## src/swm_pkg.sv

```systemverilog
// shared types for the sliding window maximum unit
`default_nettype none
package swm_pkg;

  typedef struct packed {
    logic load;
    logic last;
  } swm_res_ctl_t;

endpackage
`default_nettype wire

```

## src/sliding_window_maximum_unit.sv

```systemverilog
// Sliding window maximum over signed samples. Each transaction on the input
// channel carries one sample and a last flag. Once the window of window_size
// samples is full, every sample produces the maximum of the last window_size
// samples; a sequence that ends before the window fills produces one result,
// the maximum of all its samples, and all state restarts after a last sample.
// The window lives in a ram with separate write and registered read ports,
// and one comparator does all the work: a fill sample is written from idle,
// with a result once the window is full or the sample is last; a sample into
// a full window first reads the sample about to leave, and one that evicts
// the current maximum forces a rescan of the stored window, one ram read per
// cycle. The input stalls while a sample is in flight. A write of window_size
// (zero is taken as 1, values above WINDOW_MAX as WINDOW_MAX) also restarts
// the current sequence. The user must write it only while idle; not enforced.
`default_nettype none
module sliding_window_maximum_unit #(
  parameter int WINDOW_MAX   = 64,
  parameter int SAMPLE_WIDTH = 32
) (
  input  wire logic                    clk,
  input  wire logic                    rst_n,
  input  wire logic                    cfg_we,
  input  wire logic [6:0]              cfg_window_size,
  input  wire logic                    in_valid,
  output logic                         in_stall,
  input  wire logic [SAMPLE_WIDTH-1:0] in_sample,
  input  wire logic                    in_last_in,
  output logic                         out_valid,
  input  wire logic                    out_stall,
  output logic      [SAMPLE_WIDTH-1:0] out_window_max,
  output logic                         out_last_out
);
  import swm_pkg::*;

  localparam int CNT_W = $clog2(WINDOW_MAX + 1);

  logic [CNT_W-1:0]        k_r, k_nxt;
  logic [31:0]             k_wide;
  logic                    out_valid_r, out_valid_nxt;
  logic [SAMPLE_WIDTH-1:0] out_max_r;
  logic                    out_last_r;
  logic                    busy;
  logic                    out_free;
  swm_res_ctl_t            res_ctl;
  logic [SAMPLE_WIDTH-1:0] res_max;

  always_comb begin
    k_wide = {25'd0, cfg_window_size};
    priority if (k_wide == 32'd0) begin
      k_wide = 32'd1;
    end else if (k_wide > 32'(WINDOW_MAX)) begin
      k_wide = 32'(WINDOW_MAX);
    end
    k_nxt = cfg_we ? k_wide[CNT_W-1:0] : k_r;
  end

  assign out_free = !out_valid_r || !out_stall;

  swm_seq #(
    .WINDOW_MAX   (WINDOW_MAX),
    .SAMPLE_WIDTH (SAMPLE_WIDTH)
  ) u_seq (
    .clk        (clk),
    .rst_n      (rst_n),
    .restart    (cfg_we),
    .win_k      (k_r),
    .in_accept  (in_valid && !in_stall),
    .in_sample  (in_sample),
    .in_last_in (in_last_in),
    .out_free   (out_free),
    .busy       (busy),
    .res_ctl    (res_ctl),
    .res_max    (res_max)
  );

  assign in_stall = busy;

  always_comb begin
    out_valid_nxt = out_valid_r;
    if (out_valid_r && !out_stall) begin
      out_valid_nxt = 1'b0;
    end
    if (res_ctl.load) begin
      out_valid_nxt = 1'b1;
    end
  end

  always_ff @(posedge clk) begin
    if (!rst_n) begin
      k_r         <= CNT_W'(1);
      out_valid_r <= 1'b0;
    end else begin
      k_r         <= k_nxt;
      out_valid_r <= out_valid_nxt;
    end
  end

  always_ff @(posedge clk) begin
    if (res_ctl.load) begin
      out_max_r  <= res_max;
      out_last_r <= res_ctl.last;
    end
  end

  assign out_valid      = out_valid_r;
  assign out_window_max = out_max_r;
  assign out_last_out   = out_last_r;

`ifndef SYNTH
  a_no_overwrite: assert property (@(posedge clk) disable iff (!rst_n)
    res_ctl.load |-> (!out_valid_r || !out_stall))
    else $error("result loaded over a pending transaction");

  a_window_range: assert property (@(posedge clk) disable iff (!rst_n)
    (k_r != '0) && (32'(k_r) <= 32'(WINDOW_MAX)))
    else $error("window size out of range");

  a_ready_after_result: assert property (@(posedge clk) disable iff (!rst_n)
    (res_ctl.load && !cfg_we) |=> !in_stall)
    else $error("input still stalled after result hand-off");
`endif

endmodule
`default_nettype wire

```

## src/swm_ram.sv

```systemverilog
// generic single write port ram with registered read
`default_nettype none
module swm_ram #(
  parameter int WIDTH = 32,
  parameter int DEPTH = 64
) (
  input  wire logic                                   clk,
  input  wire logic                                   we,
  input  wire logic [(DEPTH > 1 ? $clog2(DEPTH) : 1)-1:0] waddr,
  input  wire logic [WIDTH-1:0]                       wdata,
  input  wire logic                                   re,
  input  wire logic [(DEPTH > 1 ? $clog2(DEPTH) : 1)-1:0] raddr,
  output logic      [WIDTH-1:0]                       rdata
);

  logic [WIDTH-1:0] mem_r [DEPTH];

  always_ff @(posedge clk) begin
    if (we) begin
      mem_r[waddr] <= wdata;
    end
    if (re) begin
      rdata <= mem_r[raddr];
    end
  end

endmodule
`default_nettype wire

```

## src/swm_seq.sv

```systemverilog
// sequencer and shared compare unit: window fill, eviction check and rescan
`default_nettype none
module swm_seq #(
  parameter int WINDOW_MAX   = 64,
  parameter int SAMPLE_WIDTH = 32,
  parameter int CNT_W        = $clog2(WINDOW_MAX + 1),
  parameter int PTR_W        = (WINDOW_MAX > 1) ? $clog2(WINDOW_MAX) : 1
) (
  input  wire logic                        clk,
  input  wire logic                        rst_n,
  input  wire logic                        restart,
  input  wire logic [CNT_W-1:0]            win_k,
  input  wire logic                        in_accept,
  input  wire logic [SAMPLE_WIDTH-1:0]     in_sample,
  input  wire logic                        in_last_in,
  input  wire logic                        out_free,
  output logic                             busy,
  output swm_pkg::swm_res_ctl_t            res_ctl,
  output logic      [SAMPLE_WIDTH-1:0]     res_max
);
  import swm_pkg::*;

  localparam logic [1:0] ST_IDLE  = 2'd0;
  localparam logic [1:0] ST_LEAVE = 2'd1;
  localparam logic [1:0] ST_SCAN  = 2'd2;
  localparam logic [1:0] ST_EMIT  = 2'd3;

  logic [1:0]              state_r, state_nxt;
  logic [SAMPLE_WIDTH-1:0] s_r, s_nxt;
  logic                    last_r, last_nxt;
  logic [SAMPLE_WIDTH-1:0] max_r, max_nxt;
  logic [PTR_W-1:0]        pos_r, pos_nxt;
  logic [CNT_W-1:0]        seen_r, seen_nxt;
  logic [CNT_W-1:0]        idx_r, idx_nxt;
  logic                    rv_r, rv_nxt;
  logic                    first_r, first_nxt;

  logic                    ram_we, ram_re;
  logic [PTR_W-1:0]        ram_raddr;
  logic [SAMPLE_WIDTH-1:0] ram_wdata, ram_rdata;

  // shared compare unit
  logic [SAMPLE_WIDTH-1:0] cmp_a, cmp_b;
  logic                    cmp_gt;
  assign cmp_gt = $signed(cmp_a) > $signed(cmp_b);

  logic [CNT_W-1:0] pos_inc;
  logic [PTR_W-1:0] pos_adv;
  assign pos_inc = CNT_W'(pos_r) + CNT_W'(1);
  assign pos_adv = (pos_inc >= win_k) ? '0 : pos_inc[PTR_W-1:0];

  swm_ram #(
    .WIDTH (SAMPLE_WIDTH),
    .DEPTH (WINDOW_MAX)
  ) u_store (
    .clk   (clk),
    .we    (ram_we),
    .waddr (pos_r),
    .wdata (ram_wdata),
    .re    (ram_re),
    .raddr (ram_raddr),
    .rdata (ram_rdata)
  );

  assign busy    = (state_r != ST_IDLE);
  assign res_max = max_r;

  always_comb begin
    state_nxt = state_r;
    s_nxt     = s_r;
    last_nxt  = last_r;
    max_nxt   = max_r;
    pos_nxt   = pos_r;
    seen_nxt  = seen_r;
    idx_nxt   = idx_r;
    rv_nxt    = 1'b0;
    first_nxt = first_r;
    ram_we    = 1'b0;
    ram_re    = 1'b0;
    ram_raddr = pos_r;
    ram_wdata = s_r;
    cmp_a     = in_sample;
    cmp_b     = max_r;
    res_ctl   = '0;

    unique case (state_r)
      ST_IDLE: begin
        ram_wdata = in_sample;
        if (in_accept) begin
          s_nxt    = in_sample;
          last_nxt = in_last_in;
          if (seen_r < win_k) begin
            ram_we   = 1'b1;
            pos_nxt  = pos_adv;
            seen_nxt = seen_r + CNT_W'(1);
            if (seen_r == '0 || cmp_gt) begin
              max_nxt = in_sample;
            end
            if (seen_nxt == win_k || in_last_in) begin
              state_nxt = ST_EMIT;
            end
          end else begin
            // fetch the sample about to leave the window
            ram_re    = 1'b1;
            state_nxt = ST_LEAVE;
          end
        end
      end
      ST_LEAVE: begin
        ram_we  = 1'b1;
        pos_nxt = pos_adv;
        cmp_a   = s_r;
        if (ram_rdata == max_r) begin
          idx_nxt   = '0;
          first_nxt = 1'b1;
          state_nxt = ST_SCAN;
        end else begin
          if (cmp_gt) begin
            max_nxt = s_r;
          end
          state_nxt = ST_EMIT;
        end
      end
      ST_SCAN: begin
        ram_raddr = idx_r[PTR_W-1:0];
        cmp_a     = ram_rdata;
        if (idx_r < win_k) begin
          ram_re  = 1'b1;
          idx_nxt = idx_r + CNT_W'(1);
          rv_nxt  = 1'b1;
        end
        if (rv_r) begin
          if (first_r || cmp_gt) begin
            max_nxt = ram_rdata;
          end
          first_nxt = 1'b0;
          if (idx_r == win_k) begin
            state_nxt = ST_EMIT;
          end
        end
      end
      ST_EMIT: begin
        if (out_free) begin
          res_ctl.load = 1'b1;
          res_ctl.last = last_r;
          state_nxt    = ST_IDLE;
          if (last_r) begin
            pos_nxt  = '0;
            seen_nxt = '0;
            max_nxt  = '0;
          end
        end
      end
      default: begin
        state_nxt = ST_IDLE;
      end
    endcase

    if (restart) begin
      state_nxt = ST_IDLE;
      pos_nxt   = '0;
      seen_nxt  = '0;
      max_nxt   = '0;
    end
  end

  always_ff @(posedge clk) begin
    if (!rst_n) begin
      state_r <= ST_IDLE;
      pos_r   <= '0;
      seen_r  <= '0;
      max_r   <= '0;
      idx_r   <= '0;
      rv_r    <= 1'b0;
      first_r <= 1'b0;
    end else begin
      state_r <= state_nxt;
      pos_r   <= pos_nxt;
      seen_r  <= seen_nxt;
      max_r   <= max_nxt;
      idx_r   <= idx_nxt;
      rv_r    <= rv_nxt;
      first_r <= first_nxt;
    end
  end

  always_ff @(posedge clk) begin
    s_r    <= s_nxt;
    last_r <= last_nxt;
  end

endmodule
`default_nettype wire
```

## config.mk

```make
export PLATFORM = sky130hd
export DESIGN_NAME = sliding_window_maximum_unit
export DESIGN_NICKNAME = d
export VERILOG_FILES = /design/src/swm_pkg.sv /design/src/sliding_window_maximum_unit.sv /design/src/swm_ram.sv /design/src/swm_seq.sv
export SDC_FILE = /design/constraint.sdc
export NUM_CORES = 2
export LEC_CHECK = 0
export BUFFER_PORTS_ARGS = -buffer_cell sky130_fd_sc_hd__buf_2
export CAP_MARGIN = 20
export CORE_MARGIN = 2
export CORE_UTILIZATION = 50
export CTS_BUF_LIST = sky130_fd_sc_hd__clkbuf_4 sky130_fd_sc_hd__clkbuf_8
export CTS_CLUSTER_SIZE = 40
export DETAILED_ROUTE_END_ITERATION = 8
export PLACE_DENSITY = 0.65
export SYNTH_ARGS = -nofsm -noshare
export SYNTH_HDL_FRONTEND = slang
export SYNTH_SLANG_ARGS = --single-unit
```

## constraint.sdc

```tcl
create_clock -name clk -period 8.3 [get_ports clk]
set_input_delay 0.415 -clock clk [delete_from_list [all_inputs] [get_ports clk]]
set_output_delay 0.415 -clock clk [all_outputs]
set_load 0.005 [all_outputs]
```

After elaboration in Yosys (flattened, before gate mapping)
Memories as Yosys holds them, arrays and structs flattened. A register that Yosys moved wholly into a read port is not among the register bits.
Cells that the tools add are included.
{ "word_totals": {"register_bits": 130, "latchBits": 0, "mem_bits_rw": 2048, "mem_bits_ro": 0, "output_inout_bits": 35, "mem_count": 1} }
{ "op_classes": {"n_addsub": 3, "n_mul": 0, "div_mod_pow": 0, "magnitude_cmp": 5, "n_eq_ne": 19, "shift": 0, "n_mux": 53, "n_bitwise": 1, "n_reduce_logical": 27} }
{ "mem_list": {"columns": ["name", "depth", "word_bits", "rd", "rd_ports_with_merged_regs", "wr", "line", "rtl"], "rows": [
  ["u_seq.u_store.mem_r", 64, 32, 1, 1, 1, "swm_ram.sv:16", "logic [WIDTH-1:0] mem_r [DEPTH];"]
]} }
{ "ops": {"columns": ["cell", "n"], "rows": [
  ["32-bit 2-to-1 mux", 10],
  ["32-bit case mux with 4 select lines", 1],
  ["32-bit case mux with 2 select lines", 1],
  ["7-bit 2-to-1 mux", 8],
  ["6-bit 2-to-1 mux", 6],
  ["32-bit equality test", 1],
  ["32-bit greater-than comparator", 1],
  ["7-bit case mux with 2 select lines", 2],
  ["2-bit by 1-bit inequality test with 1-bit output, second input constant", 10],
  ["6-bit case mux with 3 select lines", 1],
  ["2-bit 2-to-1 mux", 8],
  ["5-bit AND reduction", 3],
  ["7-bit by 1-bit adder with 7-bit output, second input constant", 2],
  ["7-bit equality test", 2],
  ["7-bit logical NOT", 2],
  ["7-bit < comparator", 2],
  ["1-bit 2-to-1 mux", 12],
  ["9-bit AND reduction", 1],
  ["2-bit case mux with 4 select lines", 1],
  ["2-bit nonzero test", 4],
  ["6-bit by 1-bit adder with 7-bit output, second input constant", 1],
  ["7-bit >= comparator", 1],
  ["7-bit greater-than comparator, second input constant", 1],
  ["1-bit case mux with 2 select lines", 3],
  ["13 further kinds", 24]
]} }

Depth between registers and ports, before layout
{ "logic_depth": {"ltp_word": 8, "mapped_depth": 17, "depth_no_buf": 13} }

Modules after synthesis
A second synthesis with hierarchy kept.
{ "hier_totals": {"hier_cells": 4226, "area_unflattened_um2": 86858.3} }
{ "modules_own_cells": {"columns": ["mod", "instances", "cells_per_inst", "area_per_inst_um2", "seq_area_each_um2"], "rows": [
  ["swm_ram", 1, 3324, 78835.6, 62459.9],
  ["swm_seq", 1, 833, 6685.2, 2112.0],
  ["sliding_window_maximum_unit", 1, 69, 1337.5, 1151.1]
]} }

Worst setup path before layout
No wires, ideal clock.
{ "synth_path": {"path_type": "register to register", "from": "register u_seq.state_r[0]", "to": "memory u_seq.u_store.mem_r[56][0], enable pin", "t_arrival_ps": 5271, "setup_slack_ps": 2528, "stages_incl_launch_ff": 8, "period_less_slack_ps": 5772, "path_cell_list": "dfxtp_1 inv_1 ha_1 and2_1 a21o_1 clkbuf_1 nand2b_1 nor4_1"} }
{ "synth_via": {"elab_chain_cells": 7} }
{ "synth_rtl": {"columns": ["item", "line", "rtl"], "rows": [
  ["from (decl)", "swm_seq.sv:28", "logic [1:0] state_r, state_nxt;"],
  ["from (signal assigned)", "swm_seq.sv:177", "state_r <= state_nxt;"],
  ["2-bit nonzero test", "swm_seq.sv:65", "assign busy = (state_r != ST_IDLE);"],
  ["1-bit logical NOT", "sliding_window_maximum_unit.sv:66", ".in_accept (in_valid && !in_stall),"],
  ["1-bit logical AND", "sliding_window_maximum_unit.sv:66", null],
  ["1-bit 2-to-1 mux", "swm_seq.sv:89", "if (in_accept) begin"],
  ["1-bit case mux with 2 select lines (*)", "swm_seq.sv:86", "unique case (state_r)"],
  ["1-bit 2-to-1 mux (*)", "swm_ram.sv:19", "if (we) begin"],
  ["1-bit 2-to-1 mux (implied by the code) (*)", "swm_ram.sv:20", "mem_r[waddr] <= wdata;"],
  ["to (decl)", "swm_ram.sv:16", null]
]} }
Every way passes the cells marked *; elsewhere a longest branch is shown, timed or not.

Worst setup path in the final report
{ "layout_path": {"from": "register u_seq.state_r[0]", "to": "register u_seq.u_store.rdata[19], read port of u_seq.u_store.mem_r, data pin"} }
{ "layout_via": {"elab_chain_cells": 5} }
{ "layout_rtl": {"columns": ["item", "line", "rtl"], "rows": [
  ["2-bit nonzero test", "swm_seq.sv:65", null],
  ["1-bit logical NOT", "sliding_window_maximum_unit.sv:66", null],
  ["1-bit logical AND", "sliding_window_maximum_unit.sv:66", null],
  ["1-bit 2-to-1 mux", "swm_seq.sv:89", null],
  ["1-bit case mux with 2 select lines", "swm_seq.sv:86", null],
  ["to (decl)", "swm_ram.sv:13", "output logic [WIDTH-1:0] rdata"]
]} }
Parallel ways exist; a longest one is shown, timed or not.
A chain may end at the register's enable or synchronous reset.

==> metrics.csv <==
metric,value,unit
die_area,179000,um2
pin_count,80,
die_x,423,um
p_leak,32.5,nW
place_congestion,0.861,
cts_tree,built,
critPathCaptureType,flip-flop,
drtAntennaViolNets,0,
worstHoldEndpoint,u_seq.s_r[7]$_DFFE_PP_,
synth_top_flop_cell,edfxtp_1,
drive_above_1_share,26.0,%
met2_usage,41.2,%
vias,47108,
fin_hold_ws,0.130,ns
cts.sinks,2210,
netlist_instances,4706,
clk_path_buf_depth,4,
clkTransAtPathRegs,0.06,ns
status,"finished, final reports clean",
ys_ff_latch,2210,
power_density,244,nW/um2
hp-start,in_sample[7],
syn_nets,4813,
grt_antenna_before_repair,11,
cts-buffers-inserted,362,
start_kind,flip-flop,
fmax,0.196,GHz
crit_family,multiplexers,
synth_top_area_cell,edfxtp_1,
rsz0062_at_grt,false,
initial_core_util,50.4,%
wire_per_inst,30.4,um
core,174000,um2
top_usage_layer,met2,
finalHoldViolCount,0,
reg2reg_from,u_seq.state_r[0]$_SDFFE_PP0P_,
track_usage,26.1,%
finalMaxSlewViolations,0,
vias_per_cell,6.15,
area_delta_synth_final,13.2,%
power,24.2,mW
critPathKind,reg -> reg,
peakVddDrop,168,uV
dr.first_iter.drc_count,5913,
grt_use_met3,5.60,%
h-tree-depth,5,
grt_use_met1,35.7,%
synth_top_cells_by_area,"edfxtp_1 73%, mux4_2 13%, nand2_1 3.0%, dfxtp_1 1.5%, ha_1 0.88%",
slowest_stage,mux2i_4,
portBuffers,79,
path_max_fanout,88,
grt_pass1_vias,47013,
synth-warning-count,0,
startpoint,u_seq.state_r[0]$_SDFFE_PP0P_,
drt_first_pass_iters,7,
grt_pass1_wl,334000,um
yosysTopAreaCellShare,73.5,%
routed_wl,233000,um
holdPathStages,2,
crit_chain,inv_1 > ha_2 > mux2i_4 > buf_4 > buf_12 > mux4_2 > nand2_1 > nand3_1 > a31oi_1 > a21oi_1,
final_nets,5181,
row_count,153,
maxSlewHeadroom,27.4,%
path_buf_inv,3,
yosysUniqueCellTypes,62,
cp.required,9.05,ns
root_buffer,clkbuf_8,
gr-total-overflow,0,
finalCriticalPeriod,5.11,ns
hold_path.class,in -> reg,
async_reset_ff_share,0,%
fillers,12857,
die_h,423,um
finalSetupViolations,0,
synth-edff-count,2146,
rrSetupSlack,3.19,ns
worst_pin_slew,1.09,ns
synth_area_per_cell,18.6,um2
grt_max_degree,118,
worstPathArrival,5.86,ns
post_cts_buffers,0,
regToRegEndpoint,u_seq.u_store.rdata[19]$_DFFE_PP_,
drc,0,
worstRegToRegCells,10,
maxCapViolCount,0,
seq_area_frac_synth,74.9,%
synth.cell_area,87700,um2
finalCritPeriodShare,61.5,%
tns,0,ns
finClkSkew,0.108,ns
slowest_delay,0.84,ns
insertion_delay,1.08,ns
hpwlAfterDp,122000,um
[layout by cell type (no fill, tap or decap), types with 11 or more instances in the layout]
cell              n
clkbuf_4        116
edfxtp_1       2146
o21ai_4          32
mux2i_1          40
clkinv_1         90
mux4_2          513
a221o_1          27
a21oi_1          63
buf_2            79
clkinvlp_4       11
xor2_1           38
o21ai_0          57
nand2b_1         11
nand2_1         688
nor2_1           67
nor2_4           65
buf_4           118
nand3_1         135
a22oi_1          33
dfxtp_1          64
and3_1           72
clkbuf_8        366
clkinv_2         35
o22ai_1          36
nand4_1          11
a31oi_1          68
dlygate4sd3_1    55
buf_12           16
inv_1            81
ha_1             60
nor4_1           14
[worst max-delay path by stage]
stage	slack, ns	cells past startpoint	endpoint
floorplan	2.53	7	u_seq.u_store.mem_r[56][0]$_DFFE_PP_
CTS	3.10	10	u_seq.u_store.rdata[19]$_DFFE_PP_
detailed placement	3.17	10	u_seq.u_store.rdata[19]$_DFFE_PP_
global placement	3.15	10	u_seq.u_store.rdata[19]$_DFFE_PP_
finish	3.19	10	u_seq.u_store.rdata[19]$_DFFE_PP_
global route	2.97	10	u_seq.u_store.rdata[19]$_DFFE_PP_
[flip-flops by register name, indices dropped and copies added (netlist names)]
signal / flops
out_window_max: 32
u_seq.pos_r: 6
u_seq.u_store.mem_r: 2048
u_seq.first_r: 1
u_seq.last_r: 1
k_r: 7
u_seq.idx_r: 7
u_seq.rv_r: 1
u_seq.res_max: 32
u_seq.state_r: 2
u_seq.s_r: 32
u_seq.u_store.rdata: 32
out_last_out: 1
out_valid: 1
u_seq.seen_r: 7
[layout make-up]
class	instances	area, um2	area share (%)
well taps	2325	2910	2.93
diodes	2	5.00	0.00504
clock buffers	482	5910	5.95
repair buffers	268	2150	2.17
multi-input cells	2151	21400	21.5
inverters	81	304	0.306
flip-flops and latches	2210	65700	66.2
clock inverters	147	907	0.914
[cell families (layout without fill, tap and decap cells)]
family          count (synthesis)  in the layout  share of synthesized area [%]
flops                        2210           2210                           74.9
simple gates                 1114           1114                           5.45
mux                           562            562                           13.7
compound gates                368            368                           2.68
buf+inv                       345            978                           1.84
fa+ha+maj                      62             62                          0.884
xor+xnor                       45             45                          0.481
other cells                     0              2                              0
[power by group]
part,leakage (nW),switching [mW],internal [mW]
Combinational,9.07,1.56,0.635
Sequential,19.9,0.0789,12.8
Clock,3.59,4.21,4.92
Total,32.5,5.84,18.4
[repair_timing]
item,in CTS,in global routing
hold endpoints to repair,137,0
hold buffers,55,0
gates resized for setup,0,0
[stage by stage]
step	utilization, %	area, um2	setup WS (ns)	std cells
3_5_place_dp	52.8	91900	3.17	6980
3_3_place_gp	52.8	91900	3.15	6980
6_report	57.0	99300	3.19	7666
4_1_cts	57.0	99300	3.10	7664
2_1_floorplan	-	87700	2.53	4706
5_1_grt	57.0	99300	2.97	7666
[cell usage after synthesis (all sizes together), types with 3 or more instances]
master and number:
edfxtp 2146, nand2 690, mux4 513, buf 139
nand3 136, nor2 132, clkbuf 125, o21ai 90
inv 81, and3 72, a31oi 68, dfxtp 64
a21oi 63, ha 62, mux2i 44, xor2 38
o22ai 36, a22oi 33, a221o 27, nor4 15
nand2b 11, nand4 11, a21o 10, nand3b 9
a211oi 8, nor3 8, a311oi 7, nor2b 6
and2 5, mux2 5, or3b 5, xnor2 5
or3 4, a2bb2oi 3, o211ai 3, o21a 3
[metal layers]
layer / share of wire [%] / routed length, um / vias to the layer above
met5: 0.0030 / 7 / -
met4: 3.8 / 8820 / 2
met3: 9.7 / 22600 / 409
met1: 39 / 90100 / 24515
met2: 48 / 111000 / 2581
li1: - / - / 19601
Note: power is estimated with default switching activity, not from simulation.
